===== config.mk =====
export PLATFORM = sky130hd
export DESIGN_NAME = array_list_engine
export DESIGN_NICKNAME = d
export VERILOG_FILES = /design/src/sv/ale_pkg.sv /design/src/sv/ale_ram.sv /design/src/sv/ale_dp.sv /design/src/sv/ale_ctrl.sv /design/src/sv/array_list_engine.sv
export SDC_FILE = /design/constraint.sdc
export NUM_CORES = 2
export LEC_CHECK = 0
export ABC_AREA = 1
export BUFFER_PORTS_ARGS = -buffer_cell sky130_fd_sc_hd__buf_2
export CAP_MARGIN = 25
export CORE_UTILIZATION = 40
export DETAILED_ROUTE_END_ITERATION = 12
export MAX_ROUTING_LAYER = met4
export SLEW_MARGIN = 25
export SYNTH_ARGS = -nofsm -noshare
export SYNTH_HDL_FRONTEND = slang
export SYNTH_HIERARCHICAL = 1
export SYNTH_SLANG_ARGS = --single-unit

===== constraint.sdc =====
create_clock -name clk -period 5.1 [get_ports clk]
set_input_delay 0.765 -clock clk [delete_from_list [all_inputs] [get_ports clk]]
set_output_delay 0.765 -clock clk [all_outputs]
set_load 0.1 [all_outputs]

===== src/sv/ale_pkg.sv =====
package ale_pkg;

    localparam int DEPTH    = 32;
    localparam int IDX_W    = $clog2(DEPTH);
    localparam int CNT_W    = $clog2(DEPTH + 1);
    localparam int CMD_W    = 3;
    localparam int STAT_W   = 3;
    localparam int POS_W    = 6;
    localparam int VAL_W    = 32;
    localparam int CMP_W    = ((IDX_W + 2 > POS_W) ? IDX_W + 2 : POS_W) + 1;
    localparam int TDATA_W  = ((POS_W + VAL_W + 7) / 8) * 8;
    localparam int TUSER_W  = 8;

    typedef enum logic [CMD_W-1:0] {
        CMD_CLEAR  = 3'd0,
        CMD_APPEND = 3'd1,
        CMD_INSERT = 3'd2,
        CMD_DELETE = 3'd3,
        CMD_FIND   = 3'd4,
        CMD_SORT   = 3'd5,
        CMD_LIST   = 3'd6
    } cmd_e_t;

    typedef enum logic [STAT_W-1:0] {
        ST_DONE     = 3'd0,
        ST_BADPOS   = 3'd1,
        ST_FULL     = 3'd2,
        ST_NOTFOUND = 3'd3,
        ST_MATCH    = 3'd4,
        ST_ELEMENT  = 3'd5
    } status_t;

    typedef enum logic [4:0] {
        S_IDLE,
        S_DECODE,
        S_REPLY,
        S_INS_RD,
        S_INS_WR,
        S_DEL_RD,
        S_DEL_WR,
        S_FIND_RD,
        S_FIND_CMP,
        S_FIND_END,
        S_SORT_LD,
        S_SORT_A,
        S_SORT_RD,
        S_SORT_CMP,
        S_SORT_WB,
        S_LIST_RD,
        S_LIST_EMIT
    } state_t;

    typedef enum logic [1:0] {CNT_HOLD, CNT_CLR, CNT_INC, CNT_DEC} cnt_op_t;
    typedef enum logic [2:0] {I_HOLD, I_ZERO, I_CNT, I_POSM1, I_INC, I_DEC} i_op_t;
    typedef enum logic [1:0] {J_HOLD, J_NEXT_I, J_INC} j_op_t;
    typedef enum logic [1:0] {RD_I, RD_I_M1, RD_I_P1, RD_J} rd_sel_t;
    typedef enum logic [1:0] {WA_I, WA_J, WA_CNT, WA_POSM1} wa_sel_t;
    typedef enum logic [1:0] {WD_VAL, WD_RDATA, WD_AREG} wd_sel_t;
    typedef enum logic [1:0] {OP_ZERO, OP_PEND, OP_I1} op_sel_t;

    typedef struct packed {
        logic    capture;
        cnt_op_t cnt_op;
        i_op_t   i_op;
        j_op_t   j_op;
        rd_sel_t rd_sel;
        logic    wr_en;
        wa_sel_t wa_sel;
        wd_sel_t wd_sel;
        logic    a_load;
        logic    pend_clr;
        logic    pend_set;
        logic    out_push;
        status_t out_status;
        op_sel_t out_pos_sel;
        logic    out_val_rdata;
        logic    out_last;
    } ctrl_cmd_t;

    typedef struct packed {
        cmd_e_t cmd;
        logic   pos_bad;
        logic   full;
        logic   cnt_zero;
        logic   cnt_le1;
        logic   ins_more;
        logic   i_next_lt_cnt;
        logic   i2_lt_cnt;
        logic   j_next_lt_cnt;
        logic   match;
        logic   greater;
        logic   pend;
        logic   out_free;
    } dp_stat_t;

endpackage


===== src/sv/ale_ram.sv =====
module ale_ram #(
    parameter int DATA_W = 32,
    parameter int WORDS  = 32
) (
    input  logic                     clk,
    input  logic                     wr_en,
    input  logic [$clog2(WORDS)-1:0] wr_addr,
    input  logic [DATA_W-1:0]        wr_data,
    input  logic [$clog2(WORDS)-1:0] rd_addr,
    output logic [DATA_W-1:0]        rd_data
);

    logic [DATA_W-1:0] mem [WORDS];
    logic [DATA_W-1:0] rd_data_reg;

    always_ff @(posedge clk)
    begin
        if (wr_en)
        begin
            mem[wr_addr] <= wr_data;
        end
        rd_data_reg <= mem[rd_addr];
    end

    assign rd_data = rd_data_reg;

endmodule


===== src/sv/ale_dp.sv =====
module ale_dp import ale_pkg::*; (
    input  logic                    clk,
    input  logic                    rst_n,
    input  ctrl_cmd_t               cmd,
    output dp_stat_t                stat,
    input  cmd_e_t                  in_cmd,
    input  logic [POS_W-1:0]        in_position,
    input  logic signed [VAL_W-1:0] in_value,
    output logic                    out_valid,
    input  logic                    out_ready,
    output status_t                 out_status,
    output logic [POS_W-1:0]        out_position,
    output logic signed [VAL_W-1:0] out_value,
    output logic                    out_last
);

    cmd_e_t                  cmd_reg, cmd_next;
    logic [POS_W-1:0]        pos_reg, pos_next;
    logic signed [VAL_W-1:0] val_reg, val_next;
    logic [CNT_W-1:0]        cnt_reg, cnt_next;
    logic [IDX_W-1:0]        i_reg, i_next;
    logic [IDX_W-1:0]        j_reg, j_next;
    logic signed [VAL_W-1:0] a_reg, a_next;
    logic                    pend_reg, pend_next;
    logic [POS_W-1:0]        pend_pos_reg, pend_pos_next;
    logic                    out_valid_reg, out_valid_next;
    status_t                 out_status_reg, out_status_next;
    logic [POS_W-1:0]        out_pos_reg, out_pos_next;
    logic signed [VAL_W-1:0] out_val_reg, out_val_next;
    logic                    out_last_reg, out_last_next;

    logic [IDX_W-1:0]        rd_addr;
    logic [IDX_W-1:0]        wr_addr;
    logic signed [VAL_W-1:0] wr_data;
    logic signed [VAL_W-1:0] rd_data;
    logic [IDX_W-1:0]        posm1;
    logic [CMP_W-1:0]        i_wide;
    logic [CMP_W-1:0]        j_wide;
    logic [CMP_W-1:0]        cnt_wide;
    logic [CMP_W-1:0]        pos_wide;
    logic [POS_W-1:0]        i_plus1_pos;
    logic                    out_free;

    ale_ram #(
        .DATA_W (VAL_W),
        .WORDS  (DEPTH)
    ) u_ram (
        .clk     (clk),
        .wr_en   (cmd.wr_en),
        .wr_addr (wr_addr),
        .wr_data (wr_data),
        .rd_addr (rd_addr),
        .rd_data (rd_data)
    );

    assign posm1       = IDX_W'(pos_reg - POS_W'(1));
    assign i_wide      = CMP_W'(i_reg);
    assign j_wide      = CMP_W'(j_reg);
    assign cnt_wide    = CMP_W'(cnt_reg);
    assign pos_wide    = CMP_W'(pos_reg);
    assign i_plus1_pos = POS_W'(i_wide + CMP_W'(1));
    assign out_free    = !out_valid_reg || out_ready;

    // ram addressing
    always_comb
    begin
        case (cmd.rd_sel)
            RD_I:    rd_addr = i_reg;
            RD_I_M1: rd_addr = i_reg - IDX_W'(1);
            RD_I_P1: rd_addr = i_reg + IDX_W'(1);
            RD_J:    rd_addr = j_reg;
            default: rd_addr = i_reg;
        endcase
        case (cmd.wa_sel)
            WA_I:     wr_addr = i_reg;
            WA_J:     wr_addr = j_reg;
            WA_CNT:   wr_addr = IDX_W'(cnt_reg);
            WA_POSM1: wr_addr = posm1;
            default:  wr_addr = i_reg;
        endcase
        case (cmd.wd_sel)
            WD_VAL:   wr_data = val_reg;
            WD_RDATA: wr_data = rd_data;
            WD_AREG:  wr_data = a_reg;
            default:  wr_data = val_reg;
        endcase
    end

    // status towards the controller
    always_comb
    begin
        stat.cmd           = cmd_reg;
        stat.pos_bad       = (pos_reg == '0) || (pos_wide > cnt_wide);
        stat.full          = (cnt_reg == CNT_W'(DEPTH));
        stat.cnt_zero      = (cnt_reg == '0);
        stat.cnt_le1       = (cnt_reg <= CNT_W'(1));
        stat.ins_more      = (i_wide >= pos_wide);
        stat.i_next_lt_cnt = ((i_wide + CMP_W'(1)) < cnt_wide);
        stat.i2_lt_cnt     = ((i_wide + CMP_W'(2)) < cnt_wide);
        stat.j_next_lt_cnt = ((j_wide + CMP_W'(1)) < cnt_wide);
        stat.match         = (rd_data == val_reg);
        stat.greater       = (a_reg > rd_data);
        stat.pend          = pend_reg;
        stat.out_free      = out_free;
    end

    // next values
    always_comb
    begin
        cmd_next        = cmd_reg;
        pos_next        = pos_reg;
        val_next        = val_reg;
        cnt_next        = cnt_reg;
        i_next          = i_reg;
        j_next          = j_reg;
        a_next          = a_reg;
        pend_next       = pend_reg;
        pend_pos_next   = pend_pos_reg;
        out_valid_next  = out_valid_reg;
        out_status_next = out_status_reg;
        out_pos_next    = out_pos_reg;
        out_val_next    = out_val_reg;
        out_last_next   = out_last_reg;

        if (cmd.capture)
        begin
            cmd_next = in_cmd;
            pos_next = in_position;
            val_next = in_value;
        end

        case (cmd.cnt_op)
            CNT_HOLD: cnt_next = cnt_reg;
            CNT_CLR:  cnt_next = '0;
            CNT_INC:  cnt_next = cnt_reg + CNT_W'(1);
            CNT_DEC:  cnt_next = cnt_reg - CNT_W'(1);
            default:  cnt_next = cnt_reg;
        endcase

        case (cmd.i_op)
            I_HOLD:  i_next = i_reg;
            I_ZERO:  i_next = '0;
            I_CNT:   i_next = IDX_W'(cnt_reg);
            I_POSM1: i_next = posm1;
            I_INC:   i_next = i_reg + IDX_W'(1);
            I_DEC:   i_next = i_reg - IDX_W'(1);
            default: i_next = i_reg;
        endcase

        case (cmd.j_op)
            J_HOLD:   j_next = j_reg;
            J_NEXT_I: j_next = i_reg + IDX_W'(1);
            J_INC:    j_next = j_reg + IDX_W'(1);
            default:  j_next = j_reg;
        endcase

        if (cmd.a_load)
        begin
            a_next = rd_data;
        end

        if (cmd.pend_clr)
        begin
            pend_next = 1'b0;
        end
        else if (cmd.pend_set)
        begin
            pend_next     = 1'b1;
            pend_pos_next = i_plus1_pos;
        end

        if (cmd.out_push)
        begin
            out_valid_next  = 1'b1;
            out_status_next = cmd.out_status;
            out_last_next   = cmd.out_last;
            out_val_next    = cmd.out_val_rdata ? rd_data : '0;
            case (cmd.out_pos_sel)
                OP_ZERO: out_pos_next = '0;
                OP_PEND: out_pos_next = pend_pos_reg;
                OP_I1:   out_pos_next = i_plus1_pos;
                default: out_pos_next = '0;
            endcase
        end
        else if (out_ready)
        begin
            out_valid_next = 1'b0;
        end
    end

    always_ff @(posedge clk or negedge rst_n)
    begin
        if (!rst_n)
        begin
            cnt_reg       <= '0;
            pend_reg      <= 1'b0;
            out_valid_reg <= 1'b0;
        end
        else
        begin
            cnt_reg       <= cnt_next;
            pend_reg      <= pend_next;
            out_valid_reg <= out_valid_next;
        end
    end

    always_ff @(posedge clk)
    begin
        cmd_reg        <= cmd_next;
        pos_reg        <= pos_next;
        val_reg        <= val_next;
        i_reg          <= i_next;
        j_reg          <= j_next;
        a_reg          <= a_next;
        pend_pos_reg   <= pend_pos_next;
        out_status_reg <= out_status_next;
        out_pos_reg    <= out_pos_next;
        out_val_reg    <= out_val_next;
        out_last_reg   <= out_last_next;
    end

    assign out_valid    = out_valid_reg;
    assign out_status   = out_status_reg;
    assign out_position = out_pos_reg;
    assign out_value    = out_val_reg;
    assign out_last     = out_last_reg;

endmodule


===== src/sv/ale_ctrl.sv =====
module ale_ctrl import ale_pkg::*; (
    input  logic      clk,
    input  logic      rst_n,
    input  logic      in_valid,
    output logic      in_ready,
    input  dp_stat_t  stat,
    output ctrl_cmd_t cmd
);

    state_t  state_reg, state_next;
    status_t reply_reg, reply_next;

    always_ff @(posedge clk or negedge rst_n)
    begin
        if (!rst_n)
        begin
            state_reg <= S_IDLE;
            reply_reg <= ST_DONE;
        end
        else
        begin
            state_reg <= state_next;
            reply_reg <= reply_next;
        end
    end

    always_comb
    begin
        state_next = state_reg;
        reply_next = reply_reg;
        in_ready   = 1'b0;
        cmd        = '0;
        cmd.rd_sel = RD_I;

        case (state_reg)
            S_IDLE:
            begin
                in_ready = 1'b1;
                if (in_valid)
                begin
                    cmd.capture = 1'b1;
                    state_next  = S_DECODE;
                end
            end

            S_DECODE:
            begin
                reply_next = ST_DONE;
                state_next = S_REPLY;
                case (stat.cmd)
                    CMD_CLEAR:
                    begin
                        cmd.cnt_op = CNT_CLR;
                    end
                    CMD_APPEND:
                    begin
                        if (stat.full)
                        begin
                            reply_next = ST_FULL;
                        end
                        else
                        begin
                            cmd.wr_en  = 1'b1;
                            cmd.wa_sel = WA_CNT;
                            cmd.wd_sel = WD_VAL;
                            cmd.cnt_op = CNT_INC;
                        end
                    end
                    CMD_INSERT:
                    begin
                        if (stat.pos_bad)
                        begin
                            reply_next = ST_BADPOS;
                        end
                        else if (stat.full)
                        begin
                            reply_next = ST_FULL;
                        end
                        else
                        begin
                            cmd.i_op   = I_CNT;
                            state_next = S_INS_RD;
                        end
                    end
                    CMD_DELETE:
                    begin
                        if (stat.pos_bad)
                        begin
                            reply_next = ST_BADPOS;
                        end
                        else
                        begin
                            cmd.i_op   = I_POSM1;
                            state_next = S_DEL_RD;
                        end
                    end
                    CMD_FIND:
                    begin
                        cmd.pend_clr = 1'b1;
                        if (stat.cnt_zero)
                        begin
                            reply_next = ST_NOTFOUND;
                        end
                        else
                        begin
                            cmd.i_op   = I_ZERO;
                            state_next = S_FIND_RD;
                        end
                    end
                    CMD_SORT:
                    begin
                        if (!stat.cnt_le1)
                        begin
                            cmd.i_op   = I_ZERO;
                            state_next = S_SORT_LD;
                        end
                    end
                    CMD_LIST:
                    begin
                        if (!stat.cnt_zero)
                        begin
                            cmd.i_op   = I_ZERO;
                            state_next = S_LIST_RD;
                        end
                    end
                    default:
                    begin
                        // unused code: no result
                        state_next = S_IDLE;
                    end
                endcase
            end

            S_REPLY:
            begin
                if (stat.out_free)
                begin
                    cmd.out_push    = 1'b1;
                    cmd.out_status  = reply_reg;
                    cmd.out_pos_sel = OP_ZERO;
                    cmd.out_last    = 1'b1;
                    state_next      = S_IDLE;
                end
            end

            // shift up from the tail, then drop the new value in
            S_INS_RD:
            begin
                if (stat.ins_more)
                begin
                    cmd.rd_sel = RD_I_M1;
                    state_next = S_INS_WR;
                end
                else
                begin
                    cmd.wr_en  = 1'b1;
                    cmd.wa_sel = WA_POSM1;
                    cmd.wd_sel = WD_VAL;
                    cmd.cnt_op = CNT_INC;
                    reply_next = ST_DONE;
                    state_next = S_REPLY;
                end
            end

            S_INS_WR:
            begin
                cmd.wr_en  = 1'b1;
                cmd.wa_sel = WA_I;
                cmd.wd_sel = WD_RDATA;
                cmd.i_op   = I_DEC;
                state_next = S_INS_RD;
            end

            S_DEL_RD:
            begin
                if (stat.i_next_lt_cnt)
                begin
                    cmd.rd_sel = RD_I_P1;
                    state_next = S_DEL_WR;
                end
                else
                begin
                    cmd.cnt_op = CNT_DEC;
                    reply_next = ST_DONE;
                    state_next = S_REPLY;
                end
            end

            S_DEL_WR:
            begin
                cmd.wr_en  = 1'b1;
                cmd.wa_sel = WA_I;
                cmd.wd_sel = WD_RDATA;
                cmd.i_op   = I_INC;
                state_next = S_DEL_RD;
            end

            S_FIND_RD:
            begin
                state_next = S_FIND_CMP;
            end

            // one match is held back so the final one can carry last
            S_FIND_CMP:
            begin
                if (!(stat.match && stat.pend && !stat.out_free))
                begin
                    if (stat.match)
                    begin
                        cmd.pend_set = 1'b1;
                        if (stat.pend)
                        begin
                            cmd.out_push    = 1'b1;
                            cmd.out_status  = ST_MATCH;
                            cmd.out_pos_sel = OP_PEND;
                        end
                    end
                    if (stat.i_next_lt_cnt)
                    begin
                        cmd.i_op   = I_INC;
                        state_next = S_FIND_RD;
                    end
                    else
                    begin
                        state_next = S_FIND_END;
                    end
                end
            end

            S_FIND_END:
            begin
                if (stat.out_free)
                begin
                    cmd.out_push = 1'b1;
                    cmd.out_last = 1'b1;
                    if (stat.pend)
                    begin
                        cmd.out_status  = ST_MATCH;
                        cmd.out_pos_sel = OP_PEND;
                    end
                    else
                    begin
                        cmd.out_status  = ST_NOTFOUND;
                        cmd.out_pos_sel = OP_ZERO;
                    end
                    state_next = S_IDLE;
                end
            end

            // exchange sort, element i kept in the a register
            S_SORT_LD:
            begin
                state_next = S_SORT_A;
            end

            S_SORT_A:
            begin
                cmd.a_load = 1'b1;
                cmd.j_op   = J_NEXT_I;
                state_next = S_SORT_RD;
            end

            S_SORT_RD:
            begin
                cmd.rd_sel = RD_J;
                state_next = S_SORT_CMP;
            end

            S_SORT_CMP:
            begin
                cmd.rd_sel = RD_J;
                if (stat.greater)
                begin
                    cmd.wr_en  = 1'b1;
                    cmd.wa_sel = WA_J;
                    cmd.wd_sel = WD_AREG;
                    cmd.a_load = 1'b1;
                end
                if (stat.j_next_lt_cnt)
                begin
                    cmd.j_op   = J_INC;
                    state_next = S_SORT_RD;
                end
                else
                begin
                    state_next = S_SORT_WB;
                end
            end

            S_SORT_WB:
            begin
                cmd.wr_en  = 1'b1;
                cmd.wa_sel = WA_I;
                cmd.wd_sel = WD_AREG;
                if (stat.i2_lt_cnt)
                begin
                    cmd.i_op   = I_INC;
                    state_next = S_SORT_LD;
                end
                else
                begin
                    reply_next = ST_DONE;
                    state_next = S_REPLY;
                end
            end

            S_LIST_RD:
            begin
                state_next = S_LIST_EMIT;
            end

            S_LIST_EMIT:
            begin
                if (stat.out_free)
                begin
                    cmd.out_push      = 1'b1;
                    cmd.out_status    = ST_ELEMENT;
                    cmd.out_pos_sel   = OP_I1;
                    cmd.out_val_rdata = 1'b1;
                    cmd.out_last      = !stat.i_next_lt_cnt;
                    if (stat.i_next_lt_cnt)
                    begin
                        cmd.i_op   = I_INC;
                        state_next = S_LIST_RD;
                    end
                    else
                    begin
                        state_next = S_IDLE;
                    end
                end
            end

            default:
            begin
                state_next = S_IDLE;
            end
        endcase
    end

endmodule


===== src/sv/array_list_engine.sv =====
// Ordered list of up to 32 signed 32-bit values. One command item goes in
// (clear, append, insert, delete, find, sort, list) and one or more result
// items come out, the final one with tlast set; an unused command code gives
// no result. The block works on one command at a time: a new item is taken
// once the previous command has finished, while its last result may still
// sit in the output register. The list lives in a single-port-read RAM, so
// every element step takes a read state followed by a write, compare or emit
// state, and steps that emit a result wait while the output is stalled.
module array_list_engine import ale_pkg::*; (
    input  logic               clk,
    input  logic               rst_n,
    input  logic               s_tvalid,
    output logic               s_tready,
    input  logic [TDATA_W-1:0] s_tdata,   // position[5:0], value[37:6]
    input  logic [TUSER_W-1:0] s_tuser,   // cmd[2:0]
    output logic               m_tvalid,
    input  logic               m_tready,
    output logic [TDATA_W-1:0] m_tdata,   // position_res[5:0], value_res[37:6]
    output logic [TUSER_W-1:0] m_tuser,   // status[2:0]
    output logic               m_tlast
);

    ctrl_cmd_t               cmd;
    dp_stat_t                stat;
    status_t                 out_status;
    logic [POS_W-1:0]        out_position;
    logic signed [VAL_W-1:0] out_value;

    ale_ctrl u_ctrl (
        .clk      (clk),
        .rst_n    (rst_n),
        .in_valid (s_tvalid),
        .in_ready (s_tready),
        .stat     (stat),
        .cmd      (cmd)
    );

    ale_dp u_dp (
        .clk          (clk),
        .rst_n        (rst_n),
        .cmd          (cmd),
        .stat         (stat),
        .in_cmd       (cmd_e_t'(s_tuser[CMD_W-1:0])),
        .in_position  (s_tdata[POS_W-1:0]),
        .in_value     (s_tdata[POS_W+VAL_W-1:POS_W]),
        .out_valid    (m_tvalid),
        .out_ready    (m_tready),
        .out_status   (out_status),
        .out_position (out_position),
        .out_value    (out_value),
        .out_last     (m_tlast)
    );

    assign m_tdata = {{(TDATA_W-POS_W-VAL_W){1'b0}}, out_value, out_position};
    assign m_tuser = {{(TUSER_W-STAT_W){1'b0}}, out_status};

endmodule

==> metrics.yaml <==
outcome:
  status: "finished clean"
sta:
  slew_headroom_pct: 33.7
  drv_slew: 0
  fmax_mhz: 208
  setup-violations-final: 0
  fin_crit_sh_pct: 94.2
  worst_pin_slew_ps: 988
  fin_skew_ps: 75.6
  min_period_ps: 4800
  rsz0062_at_grt: "no"
  hold_violations: 0
  setup_tns_ps: 0
  hold_slack_ps: 210
worst_hold_path:
  min_from: "s_tdata[12]"
  hp-class: "primary input to flop"
global_routing:
  grt_pass1_wl_mm: 216
  grt_start_max_net_pins: 133
  grtUsageTotal_pct: 22.9
  antenna_found_initial: 4
  grt_pass1_vias: 32600
  grt_overflow_total: 0
synthesis:
  yosys.area.top_type: "edfxtp_1"
  synth_mux_area_share_pct: 0
  yosys_most_used_dff: "edfxtp_1"
  syn-instance-count: 4636
  yosysSeqAreaShare_pct: 69.0
  synth_edf_count: 1155
  synth_cell_types: 54
  avgSynthCellArea_um2: 11.2
  synth-compound-area-share_pct: 1.91
  syn_area_um2: 51700
  synth.most_common_cell: "nand2_1"
  yosys.area_share.adder_pct: 1.79
  ys_ff_latch: 1202
  synth_top_family_by_area: "simple AND/OR/NAND/NOR gates"
  synth-simple-area-share_pct: 22.1
  yosys_warnings: 6
  synth_top_area_share_pct: 67.0
  async_reset_ff_share_pct: 1.25
  ys_top_cells_by_area: "edfxtp_1, nand2_1, nand3_1"
  synth_xor_area_share_pct: 0.505
  synthTopCellsByCount: "nand2_1, edfxtp_1, nand3_1"
pwr:
  power_uw: 40000
  ir_drop_mv: 0.595
  leakagePower_uw: 0.0225
  powerDensity_nw_per_um2: 676
clocking:
  cts_tree: "done"
  clock_latency_ps: 740
  clk_pin_slew_ps: 60
  clk_path_buf_depth: 3
  htreeDepth: 3
  numCtsBuffers: 119
  cts.sinks: 1202
  cts.repair.resized: 0
  cts_root_buffer: "clkbuf_16"
critical_path:
  crit_path_start_kind: "flop"
  cp.depth: 23
  cp_data_required_time_ps: 5680
  worst_path_max_delay_cell: "edfxtp_1"
  crit_chain: "ha_1 -> nand3_1 -> nand2_1 -> nand2_1 -> inv_2 -> ha_1 -> nand4_1 -> o221a_2 -> nand2_1 -> nand2_1 -> nor2_1 -> inv_1 -> o211ai_1 -> buf_12 -> buf_12 -> nand2_1 -> nand3_1 -> nand3_1 -> nand2_1 -> nand2_1 -> nand2_1 -> nand2_1 -> nand2_1"
  r2r_setup_slack_ps: 300
  crit_end: "u_dp/u_ram/rd_data[4]"
  worstPathMaxFanout: 132
  crit_type: "flop to flop"
  crit_family: "simple AND/OR/NAND/NOR gates"
  r2r-start: "u_dp/i_reg[0]"
  reg2reg_depth: 23
  slowest_delay_ps: 540
  path_common_cell: "nand2_1"
  worst_r2r_endpoint: "u_dp/u_ram/rd_data[4]"
  startpoint: "u_dp/i_reg[0]"
  critPathCaptureType: "flop"
  worst-path-buf-inv: 4
  arrival_ps: 5390
detailed_routing:
  drtPass1Iterations: 5
  vias_per_cell: 5.30
  vias: 35100
  antenna_left: 0
  wl_per_cell_um: 22.2
  drc: 0
  detail_route.wirelength_mm: 147
  first_iter_violations: 3942
die:
  die-area_um2: 131000
  core_area_um2: 128000
  start_util_pct: 40.4
  die_x_um: 362
  ioPinCount: 103
  die_h_um: 362
  rows: 131
cells_and_area:
  area_growth_pct: 14.4
  top_register: "u_dp/u_ram/mem"
  largest_reg_flops: 1024
  fillers: 11500
  drive_gt1_share_pct: 11.6
  fin_nets: 4914
  postLayoutCellArea_um2: 59200
  finalNonFillerCells: 6623
flow_run:
  max_cap_viol_count: 0
placed_design:
  globalplace.congestion: 0.874
  dpl.hpwl_mm: 83.7
  place_area_um2: 55300
  io_buffers: 88
  dp.cells: 6395
-- routing by layer --
metal	share of wire [%]	vias to the layer above	wire length, um	GRT usage (%)
met5	0	-	0	-
met4	3.1	0	4560	6.89
met3	7.9	247	11700	3.69
met2	46	1413	67400	34.9
met1	43	17100	63100	31.4
li1	-	16300	-	-
-- area by class of cell --
class | count | area (um^2) | area share [%]
diodes | 2 | 5.00 | 0.00845
clock buffers | 161 | 3250 | 5.48
clock inverters | 64 | 701 | 1.18
inverters | 193 | 758 | 1.28
multi-input cells | 2999 | 14000 | 23.7
flip-flops and latches | 1202 | 35700 | 60.3
well taps | 1729 | 2160 | 3.65
repair buffers | 273 | 2610 | 4.40
-- how the worst min path moves through the flow --
stage                                     end  slack (ps)  cells after the start
after floorplan           u_ctrl/reply_reg[0]         440                      2
after global placement    u_ctrl/reply_reg[0]         460                      2
after detailed placement  u_ctrl/reply_reg[1]         470                      2
after CTS                     u_dp/val_reg[6]         180                      1
after global routing         u_dp/val_reg[25]         180                      1
final                         u_dp/val_reg[6]         210                      1
-- through the flow --
| step | setup WS (ps) | utilization (%) |
|---|---|---|
| 2_1_floorplan | 710 | - |
| 5_1_grt | 24.0 | 46.3 |
| 4_1_cts | 336 | 46.3 |
| 6_report | 296 | 46.3 |
| 3_3_place_gp | 394 | 43.2 |
| 3_5_place_dp | 334 | 43.2 |
-- repair_timing --
| action | CTS | global route |
|---|---|---|
| endpoints found under the hold margin | 12 | 0 |
| hold buffers | 1 | 0 |
| buffers inserted | 0 | 0 |
-- worst reg2reg max path, stage by stage, from the launching register on --
cell and delay [ps]:
edfxtp_1 540, ha_1 330, nand3_1 100, nand2_1 60
nand2_1 210, inv_2 80, ha_1 290, nand4_1 80
o221a_2 330, nand2_1 130, nand2_1 160, nor2_1 150
inv_1 180, o211ai_1 330, buf_12 190, buf_12 360
nand2_1 370, nand3_1 110, nand3_1 80, nand2_1 100
nand2_1 50, nand2_1 170, nand2_1 80, nand2_1 220
-- report_power, final --
group,switching (uW),internal (uW),leakage (uW)
sequential,542,12600,0.0109
combinational,13000,4970,0.00968
clock,3780,5080,0.00194
-- kinds of logic (layout without fill, tap and decap cells) --
| family | count (synthesis) | after routing |
|---|---|---|
| AND/OR/NAND/NOR | 2721 | 2721 |
| flip-flops | 1202 | 1202 |
| buffers and inverters | 441 | 691 |
| AO/OA/AOI/OAI | 168 | 168 |
| adder cells (fa/ha/maj) | 74 | 74 |
| XOR/XNOR | 29 | 29 |
| other | 1 | 9 |
-- cell usage in the layout, fill, tap and decap left out, types with 16 or more instances in the layout --
cell / synthesis / final
a21oi_1: 94 / 76
a21oi_2: 1 / 19
buf_12: 0 / 62
buf_2: 89 / 88
buf_4: 35 / 122
clkbuf_1: 35 / 32
clkbuf_16: 0 / 120
clkinv_1: 2 / 20
clkinv_2: 0 / 24
dfxtp_1: 32 / 32
edfxtp_1: 1155 / 1155
ha_1: 74 / 73
inv_1: 163 / 161
inv_2: 25 / 24
nand2_1: 1711 / 1710
nand3_1: 825 / 825
nand4_1: 16 / 16
nor2_1: 135 / 101
nor2_4: 3 / 36
(Power assumes the default switching activity.)
